**config.mk**
```make
export PLATFORM = sky130hd
export DESIGN_NAME = lio_sub
export DESIGN_NICKNAME = d
export VERILOG_FILES = /design/src/lio_pkg.sv /design/src/lio_sub.sv
export SDC_FILE = /design/constraint.sdc
export NUM_CORES = 1
export LEC_CHECK = 0
export BUFFER_PORTS_ARGS = -buffer_cell sky130_fd_sc_hd__buf_2
export CAP_MARGIN = 20
export CORE_MARGIN = 2
export CORE_UTILIZATION = 45
export DETAILED_ROUTE_END_ITERATION = 10
export PLACE_DENSITY_LB_ADDON = 0.08
export SETUP_SLACK_MARGIN = 0.4
export SLEW_MARGIN = 20
export SYNTH_ARGS = -nofsm -noshare
export SYNTH_HDL_FRONTEND = slang
export SYNTH_SLANG_ARGS = --single-unit
```
**constraint.sdc**
```tcl
create_clock -name vclk -period 3.8
set_input_delay 0.76 -clock vclk [all_inputs]
set_output_delay 0.76 -clock vclk [all_outputs]
set_load 0.02 [all_outputs]
```
**src/lio_pkg.sv**
```systemverilog
`timescale 1ns / 1ps
`default_nettype none

package lio_pkg;

	localparam int unsigned MaxLines = 1024;
	localparam int unsigned AddrW    = $clog2(MaxLines);
	localparam int unsigned CntW     = AddrW + 1;
	localparam int unsigned OffW     = 20;
	localparam int unsigned PosW     = OffW + 1;
	localparam int unsigned MaxBytes = 2 ** OffW;

	localparam logic [7:0] ChLf = 8'h0A;
	localparam logic [7:0] ChCr = 8'h0D;

	typedef enum logic [1:0] {
		MODE_BYTE   = 2'd0,
		MODE_OFFSET = 2'd1,
		MODE_LINE   = 2'd2,
		MODE_CLEAR  = 2'd3
	} mode_t;

	typedef struct packed {
		logic [PosW-1:0] a;
		logic [PosW-1:0] b;
	} sub_req_t;

	typedef struct packed {
		logic [PosW-1:0] diff;
		logic            lt;
	} sub_rsp_t;

endpackage

`default_nettype wire

```
**src/lio_sub.sv**
```systemverilog
`timescale 1ns / 1ps
`default_nettype none

// shared subtract / compare: a - b and a < b
module lio_sub
	import lio_pkg::*;
(
	input  sub_req_t req,
	output sub_rsp_t rsp
);

	logic [PosW:0] wide;

	always_comb begin
		wide     = {1'b0, req.a} - {1'b0, req.b};
		rsp.diff = wide[PosW-1:0];
		rsp.lt   = wide[PosW];
	end

endmodule

`default_nettype wire

```
==> results of run 1 <==
-- power by group --
group          switching (mW)  internal [mW]  leakage, nW
Sequential                  0              0            0
Clock                       0              0            0
Combinational           0.214          0.178        0.890
Total                   0.214          0.178        0.890
-- cells by family (layout without fill, tap and decap cells) --
family | after synthesis | after routing
AO/OA/AOI/OAI | 50 | 50
XOR/XNOR | 18 | 18
adder cells (fa/ha/maj) | 22 | 22
buffers and inverters | 26 | 101
AND/OR/NAND/NOR | 35 | 35
-- final cells by class --
cell class / count / share of cell area (%)
repair buffers: 75 / 26.36
multi-input cells: 125 / 65.53
inverters: 26 / 6.083
well taps: 28 / 2.028
-- cell usage in the layout, fill, tap and decap left out, types with 5 or more instances in the layout --
master / n
xnor2_1: 12
xor2_1: 6
inv_1: 23
ha_1: 15
buf_6: 6
buf_2: 52
nor2_1: 10
buf_4: 17
nand2_1: 9
a21oi_2: 5
a21oi_1: 10
o21ai_0: 6
ha_4: 5
a21o_1: 6
-- worst max-delay path, stage by stage --
cell       delay (ps)
buf_6             100
inv_4              40
ha_4              120
inv_2              30
fa_2              340
a21o_1            210
nand4_1           100
and3_4            220
a2bb2oi_4         180
o31ai_4            80
o41ai_2           230
xnor2_1           160
buf_4             160
-- repair_timing --
action,4_1_cts,5_1_grt
resized for setup,20,25
buffers inserted,7,4
pin swaps,12,12
endpoints found under the setup margin,9,10
-- worst min-delay path by stage --
stage,start,endpoint,slack [ps],cells past startpoint
after detailed placement,req[0],rsp[1],1900,4
after global placement,req[0],rsp[1],1890,4
after floorplan,req[0],rsp[1],1710,2
after global routing,req[0],rsp[1],1900,4
final,req[0],rsp[1],1880,4
after CTS,req[41],rsp[0],1910,4
-- through the flow --
stage,instances,cell area (um2),hold slack (ps)
final,254,1728,1879
after CTS,250,1585,1915
after floorplan,151,1082,1711
after global routing,254,1728,1900
after global placement,243,1438,1889
after detailed placement,243,1438,1899
-- per-layer routing --
metal / vias to the layer above / global-route usage, % / share of wire, % / routed length [um]
met5: - / 0 / 0 / 0
li1: 683 / - / - / -
met4: 0 / 3.419 / 1.2 / 39
met3: 5 / 1.130 / 3.7 / 116
met1: 627 / 24.96 / 41 / 1272
met2: 42 / 40.00 / 54 / 1700
==> results.sh, run 1 <==
export IMPL_status="finished clean"
export IMPL_synth_mux_area_share_pct=0
export IMPL_maxSlewViolCount=0
export IMPL_maxCapViolCount=0
export IMPL_antenna_found_initial=0
export IMPL_firstDrtPassIters=4
export IMPL_synth_xor_area_share_pct=14.57
export IMPL_synth_cell_types=35
export IMPL_cts_hold_buf=0
export IMPL_rsz0062_at_grt="yes"
export IMPL_yosys_area_top_type="ha_1"
export IMPL_syn_area_um2=1082
export IMPL_cellPowerDensity_nw_per_um2=226.6
export IMPL_setup_tns_ps=0
export IMPL_fp_dieW_um=53.04
export IMPL_pre_cts_slack_ps=108.9
export IMPL_netlist_top_cells_area="ha_1 (24%), xnor2_1 (9.7%), inv_1 (9.0%)"
export IMPL_seqCellArea_um2=0
export IMPL_worst_ir_drop_vdd_v=0.0001818
export IMPL_port_buffers=64
export IMPL_postSynthCellCount=151
export IMPL_timing_final_crit_share_pct=91.64
export IMPL_timing_slew_headroom_pct=77.33
export IMPL_overflow=0
export IMPL_drt_iter0_drc=21
export IMPL_synthTopCellsByCount="inv_1 (26), ha_1 (21), a21oi_1 (14), xnor2_1 (12), nor2_1 (11)"
export IMPL_critical_path_class="input pin to output pin"
export IMPL_place_hpwl_mm=2.341
export IMPL_n_clock_buffer=0
export IMPL_synth_compound_gate_area_share_pct=34.80
export IMPL_start_util_pct=48.46
export IMPL_hold_viol=0
export IMPL_ant_nets=0
export IMPL_synth_nets=215
export IMPL_final_layout_size_suffix_gt1_share_pct=45.58
export IMPL_diodes=0
export IMPL_arrival_ps=2720
export IMPL_max_clock_freq_mhz=287.2
export IMPL_yosysSeqAreaShare_pct=0
export IMPL_synth_adder_area_share_pct=26.13
export IMPL_cp_endpoint="rsp[21]"
export IMPL_crit_required_ps=3040
export IMPL_core_area_um2=2233
export IMPL_grt_pass1_vias=1173
export IMPL_cp_startpoint="req[21]"
export IMPL_multi_input_area_um2=1132
export IMPL_tightest_slew_ps=338.8
export IMPL_synth_most_common_cell="inv_1"
export IMPL_nFlopsAndLatches=0
export IMPL_worst_setup_path_end_kind="output pin"
export IMPL_post_drt_wl_per_cell_um=12.31
export IMPL_worst_slack_ps=317.9
export IMPL_die_h_um=53.04
export IMPL_syn_avg_cell_area_um2=7.167
export IMPL_finish_utilization_pct=77.37
export IMPL_vias_per_cell=5.343
export IMPL_vias=1357
export IMPL_row_count=17
export IMPL_synth_yosys_warnings=0
export IMPL_pin_count=64
export IMPL_grt_start_max_net_pins=8
export IMPL_synth_top_family_by_area="compound AO/OA/AOI/OAI gates"
export IMPL_period_needed_ps=3482
export IMPL_nNetsFinal=292
export IMPL_drc=0
export IMPL_synthSimpleGateAreaFrac_pct=15.49
export IMPL_yosys_area_top_type_share_pct=24.28
export IMPL_dieArea_um2=2813
export IMPL_hp_class="input pin to output pin"
export IMPL_num_fill_cells=177
export IMPL_grt_pass1_wl_mm=4.650
export IMPL_power_uw=391.5
export IMPL_drt_total_wl_mm=3.127
export IMPL_critical_path_max_fanout=2
export IMPL_area_growth_pct=59.65
export IMPL_setup_viol=0
export IMPL_crit_path_start_kind="input pin"
export IMPL_place_congestion=0.7876
export IMPL_grt_use_total_pct=20.67
export IMPL_p_leak_nw=0.8902
(Power assumes the default switching activity.)
==> run 2: changes to the inputs <==
--- a/config.mk
+++ b/config.mk
@@ -6,4 +6,5 @@
 export NUM_CORES = 1
 export LEC_CHECK = 0
+export ABC_AREA = 0
 export BUFFER_PORTS_ARGS = -buffer_cell sky130_fd_sc_hd__buf_2
 export CAP_MARGIN = 20
==> constraint.sdc (replaced) <==
create_clock -name vclk -period 3.8
set_input_delay 0.19 -clock vclk [all_inputs]
set_output_delay 0.19 -clock vclk [all_outputs]
set_load 0.02 [all_outputs]
==> run 2 against run 1 <==
Die area stayed put. Combinational power is 18% lower. Count of clock-buffer cells in the layout stayed put. Critical path depth stayed put. Largest cell class unchanged.
==> results.sh, run 2 (synthesis gave the netlist of run 1 again) <==
export IMPL_core_area_um2=2233
export IMPL_tightest_slew_ps=327.8
export IMPL_p_leak_nw=0.8089
export IMPL_critPathMaxStageDelay_ps=410
export IMPL_met1_usage_pct=24.79
export IMPL_cts_resized=0
export IMPL_period_needed_ps=2558
export IMPL_seqCellArea_um2=0
export IMPL_multi_input_area_um2=984.7
export IMPL_busiest_layer="met2"
export IMPL_final_layout_size_suffix_gt1_share_pct=34.42
export IMPL_area_growth_pct=32.83
export IMPL_dieArea_um2=2813
export IMPL_fp_dieW_um=53.04
export IMPL_grt_pass1_vias=1134
export IMPL_num_fill_cells=232
export IMPL_crit_path_start_kind="input pin"
export IMPL_worst_ir_drop_vdd_v=0.0001575
export IMPL_drt_total_wl_mm=2.597
export IMPL_place_hpwl_mm=2.341
export IMPL_timing_final_crit_share_pct=67.32
export IMPL_cts_hold_buf=0
export IMPL_cellPowerDensity_nw_per_um2=222.8
export IMPL_timing_slew_headroom_pct=78.02
export IMPL_drt_iter0_drc=6
export IMPL_grt_use_total_pct=19.44
export IMPL_grt_start_max_net_pins=8
export IMPL_ant_nets=0
export IMPL_status="finished clean"
export IMPL_crit_required_ps=3610
export IMPL_layout_common_cells="buf_2 (64), inv_1 (26), ha_1 (21)"
export IMPL_worst_setup_path_end_kind="output pin"
export IMPL_nFlopsAndLatches=0
export IMPL_post_cts_setup_buffers=0
export IMPL_maxCapViolCount=0
export IMPL_antenna_found_initial=0
export IMPL_post_drt_wl_per_cell_um=10.69
export IMPL_met2_usage_pct=37.71
export IMPL_die_h_um=53.04
export IMPL_arrival_ps=2370
export IMPL_maxSlewViolCount=0
export IMPL_crit_chain="buf_2, inv_1, ha_1, inv_1, fa_1, a21o_1, nand4_1, and3_2, a2bb2oi_2, o31ai_2, o41ai_2, xnor2_1, buf_2"
export IMPL_critical_path_max_fanout=3
export IMPL_diodes=0
export IMPL_final_common_cell="buf_2"
export IMPL_use_met3_pct=0.2825
export IMPL_grt_pass1_wl_mm=4.416
export IMPL_max_clock_freq_mhz=390.9
export IMPL_crit_path_top_delay_cell="fa_1"
export IMPL_place_congestion=0.7877
export IMPL_setup_viol=0
export IMPL_n_clock_buffer=0
export IMPL_overflow=0
export IMPL_port_buffers=64
export IMPL_row_count=17
export IMPL_drc=0
export IMPL_hold_viol=0
export IMPL_firstDrtPassIters=4
export IMPL_rsz0062_at_grt="no"
export IMPL_critical_path_class="input pin to output pin"
export IMPL_start_util_pct=48.46
export IMPL_hp_class="input pin to output pin"
export IMPL_nNetsFinal=281
export IMPL_setup_tns_ps=0
export IMPL_vias=1259
export IMPL_power_uw=320.3
export IMPL_vias_per_cell=5.181
export IMPL_pin_count=64
-- run 2: cell types whose count changed in the layout (fill, tap and decap cells not counted), sizes merged --
| cell | before | now |
|---|---|---|
| buf | 75 | 64 |
-- run 2: worst paths after layout --
| check | cells past startpoint | startpoint | slack [ps] | end |
|---|---|---|---|---|
| hold / removal | 4 | req[0] | 760 | rsp[1] |
| setup / recovery | 13 | req[21] | 1240 | rsp[21] |
-- run 2: power by group --
group	switching, mW	internal, mW
clock	0	0
sequential	0	0
combinational	0.188	0.132
total	0.188	0.132
-- run 2: area by class of cell --
cell class	instances	share of cell area, %
timing repair buffer	64	22.28
tap	28	2.437
multi-input combinational	125	68.49
inverter	26	6.789
-- run 2: critical path: cells and delay by family --
family                   cells  cell delay (ps)
AND/OR/NAND/NOR              2              320
adder cells (fa/ha/maj)      2              560
XOR/XNOR                     1              150
AO/OA/AOI/OAI                4              770
buffers and inverters        4              370
-- run 2: metrics by stage --
stage / cell area, um2 / hold slack [ps] / util, % / instances / worst slack, ps
6_report: 1438 / 761.2 / 64.37 / 243 / 1242
3_3_place_gp: 1438 / 749.2 / 64.37 / 243 / 1300
2_1_floorplan: 1082 / 571.3 / - / 151 / 1556
5_1_grt: 1438 / 786.5 / 64.37 / 243 / 1084
4_1_cts: 1438 / 760.4 / 64.37 / 243 / 1232
3_5_place_dp: 1438 / 758.5 / 64.37 / 243 / 1249
-- run 2: layer usage --
| layer | up-vias | part of all wire (%) | wire length, um |
|---|---|---|---|
| li1 | 662 | - | - |
| met1 | 566 | 43 | 1107 |
| met2 | 31 | 53 | 1377 |
| met3 | 0 | 4.4 | 113 |
| met4 | 0 | 0 | 0 |
| met5 | - | 0 | 0 |
==> run 3: changes to the inputs <==
clock period = 2.5 ns   (was 3.8 ns; I/O delays follow)
==> run 3 against run 2 <==
Combinational power up 81%. Routed wire length is 12% higher. Critical path type unchanged. Count of clock-buffer cells in the layout unchanged.
==> results.sh, run 3 (synthesis gave the netlist of run 1 again) <==
export IMPL_fp_dieW_um=53.04
export IMPL_drt_iter0_drc=13
export IMPL_multi_input_area_um2=1130
export IMPL_worst_ir_drop_vdd_v=0.0002827
export IMPL_place_congestion=0.8105
export IMPL_grt_use_total_pct=21.08
export IMPL_busiest_layer="met2"
export IMPL_p_leak_nw=0.8825
export IMPL_arrival_ps=2130
export IMPL_final_common_cell="buf_2"
export IMPL_final_layout_size_suffix_gt1_share_pct=45.98
export IMPL_grt_pass1_wl_mm=4.692
export IMPL_power_uw=580.5
export IMPL_worstHoldEndpoint="rsp[1]"
export IMPL_nFlopsAndLatches=0
export IMPL_critPathMaxStageDelay_ps=390
export IMPL_status="finished clean"
export IMPL_grt_pass1_vias=1185
export IMPL_die_h_um=53.04
export IMPL_dieArea_um2=2813
export IMPL_n_clock_buffer=0
export IMPL_critical_path_max_fanout=6
export IMPL_crit_chain="buf_2, inv_1, ha_1, a21o_1, a21o_1, a21oi_1, a2bb2oi_2, o31ai_4, o41ai_2, xnor2_2, buf_4"
export IMPL_vias=1301
export IMPL_crit_required_ps=2380
export IMPL_dpl_instance_area_um2=1476
export IMPL_hp_class="input pin to output pin"
export IMPL_firstDrtPassIters=4
export IMPL_pin_count=64
export IMPL_swShare_pct=54.98
export IMPL_nNetsFinal=290
export IMPL_maxCapViolCount=0
export IMPL_max_clock_freq_mhz=442.6
export IMPL_timing_final_crit_share_pct=90.38
export IMPL_crit_path_start_kind="input pin"
export IMPL_hold_viol=0
export IMPL_cellPowerDensity_nw_per_um2=343.4
export IMPL_netSwitchingPower_uw=319.2
export IMPL_worstHoldStart="req[0]"
export IMPL_vias_per_cell=5.163
export IMPL_num_fill_cells=167
export IMPL_area_growth_pct=56.18
export IMPL_met2_usage_pct=43.13
export IMPL_post_drt_wl_per_cell_um=11.57
export IMPL_p_int_uw=261.3
export IMPL_stdcell_area_um2=1690
export IMPL_holdPathStages=4
export IMPL_ant_nets=0
export IMPL_core_area_um2=2233
export IMPL_row_count=17
export IMPL_timing_slew_headroom_pct=76.95
export IMPL_seqCellArea_um2=0
export IMPL_use_met3_pct=0.5650
export IMPL_worst_setup_path_end_kind="output pin"
export IMPL_timing_critical_path_mode_cell="a21o_1"
export IMPL_setup_tns_ps=0
export IMPL_overflow=0
export IMPL_met1_usage_pct=24.79
export IMPL_layout_common_cells="buf_2 (55), inv_1 (23), buf_4 (16)"
export IMPL_place_hpwl_mm=2.218
export IMPL_drc=0
export IMPL_combinationalPowerShare_pct=100.0
export IMPL_p_seq_share_pct=0
export IMPL_maxSlewViolCount=0
export IMPL_tightest_slew_ps=342.0
export IMPL_critical_path_class="input pin to output pin"
export IMPL_port_buffers=64
export IMPL_setup_viol=0
export IMPL_rsz0062_at_grt="yes"
export IMPL_crit_path_top_delay_cell="ha_1"
export IMPL_period_needed_ps=2260
export IMPL_antenna_found_initial=0
export IMPL_grt_start_max_net_pins=8
export IMPL_diodes=0
export IMPL_drt_total_wl_mm=2.915
export IMPL_start_util_pct=48.46
export IMPL_pwr_share_clk_pct=0
run 3: changes by cell type in the layout (fill, tap and decap cells not counted), sizes merged:
cell | previous run | this run
clkinv | 0 | 1
buf | 64 | 73
inv | 26 | 25
run 3: timing repair:
action,in CTS,in global routing
pin swaps,17,10
endpoints found under the hold margin,0,0
gates resized for setup,15,19
setup endpoints to repair,8,12
hold buffers,0,0
buffers inserted,5,3
run 3: critical path, delay by kind of cell:
| family | cells | cell delay [ps] |
|---|---|---|
| adders and majority gates | 1 | 390 |
| xor gates and xnor gates | 1 | 150 |
| buffers and inverters | 3 | 260 |
| AOI/OAI and AO/OA | 6 | 1230 |
run 3: per-layer routing:
layer | part of all wire, % | vias up
met5 | 0 | -
met4 | 0 | 0
met3 | 4.8 | 0
met2 | 53 | 39
met1 | 42 | 585
li1 | - | 677
run 3: power by group through the flow:
stage / Sequential [mW] / Clock (mW) / Combinational (mW)
global placement: 0 / 0 / 0.490
finish: 0 / 0 / 0.580
floorplan: 0 / 0 / 0.357
detailed placement: 0 / 0 / 0.498
global route: 0 / 0 / 0.631
CTS: 0 / 0 / 0.533
run 3: how the worst max path moves through the flow:
| stage | from | end | depth (start not counted) |
|---|---|---|---|
| after floorplan | req[21] | rsp[21] | 11 |
| after detailed placement | req[21] | rsp[21] | 13 |
| after CTS | req[21] | rsp[21] | 13 |
| final | req[13] | rsp[21] | 11 |
| after global routing | req[21] | rsp[21] | 13 |
| after global placement | req[21] | rsp[21] | 13 |
run 3: final cells by class:
cell class | instances | area share, %
Tap cell | 28 | 2.073
Multi-Input combinational cell | 125 | 66.84
Timing Repair Buffer | 73 | 24.72
Inverter | 26 | 6.366
run 3: stage by stage:
| step | instances | hold slack (ps) | worst slack, ps | utilization, % |
|---|---|---|---|---|
| detailed placement | 244 | 628.9 | 77.54 | 66.11 |
| CTS | 249 | 641.4 | 248.2 | 70.59 |
| global placement | 244 | 626.0 | 97.10 | 66.11 |
| finish | 252 | 639.3 | 240.4 | 75.69 |
| global route | 252 | 670.5 | 145.2 | 75.69 |
| floorplan | 151 | 428.4 | 401.7 | - |
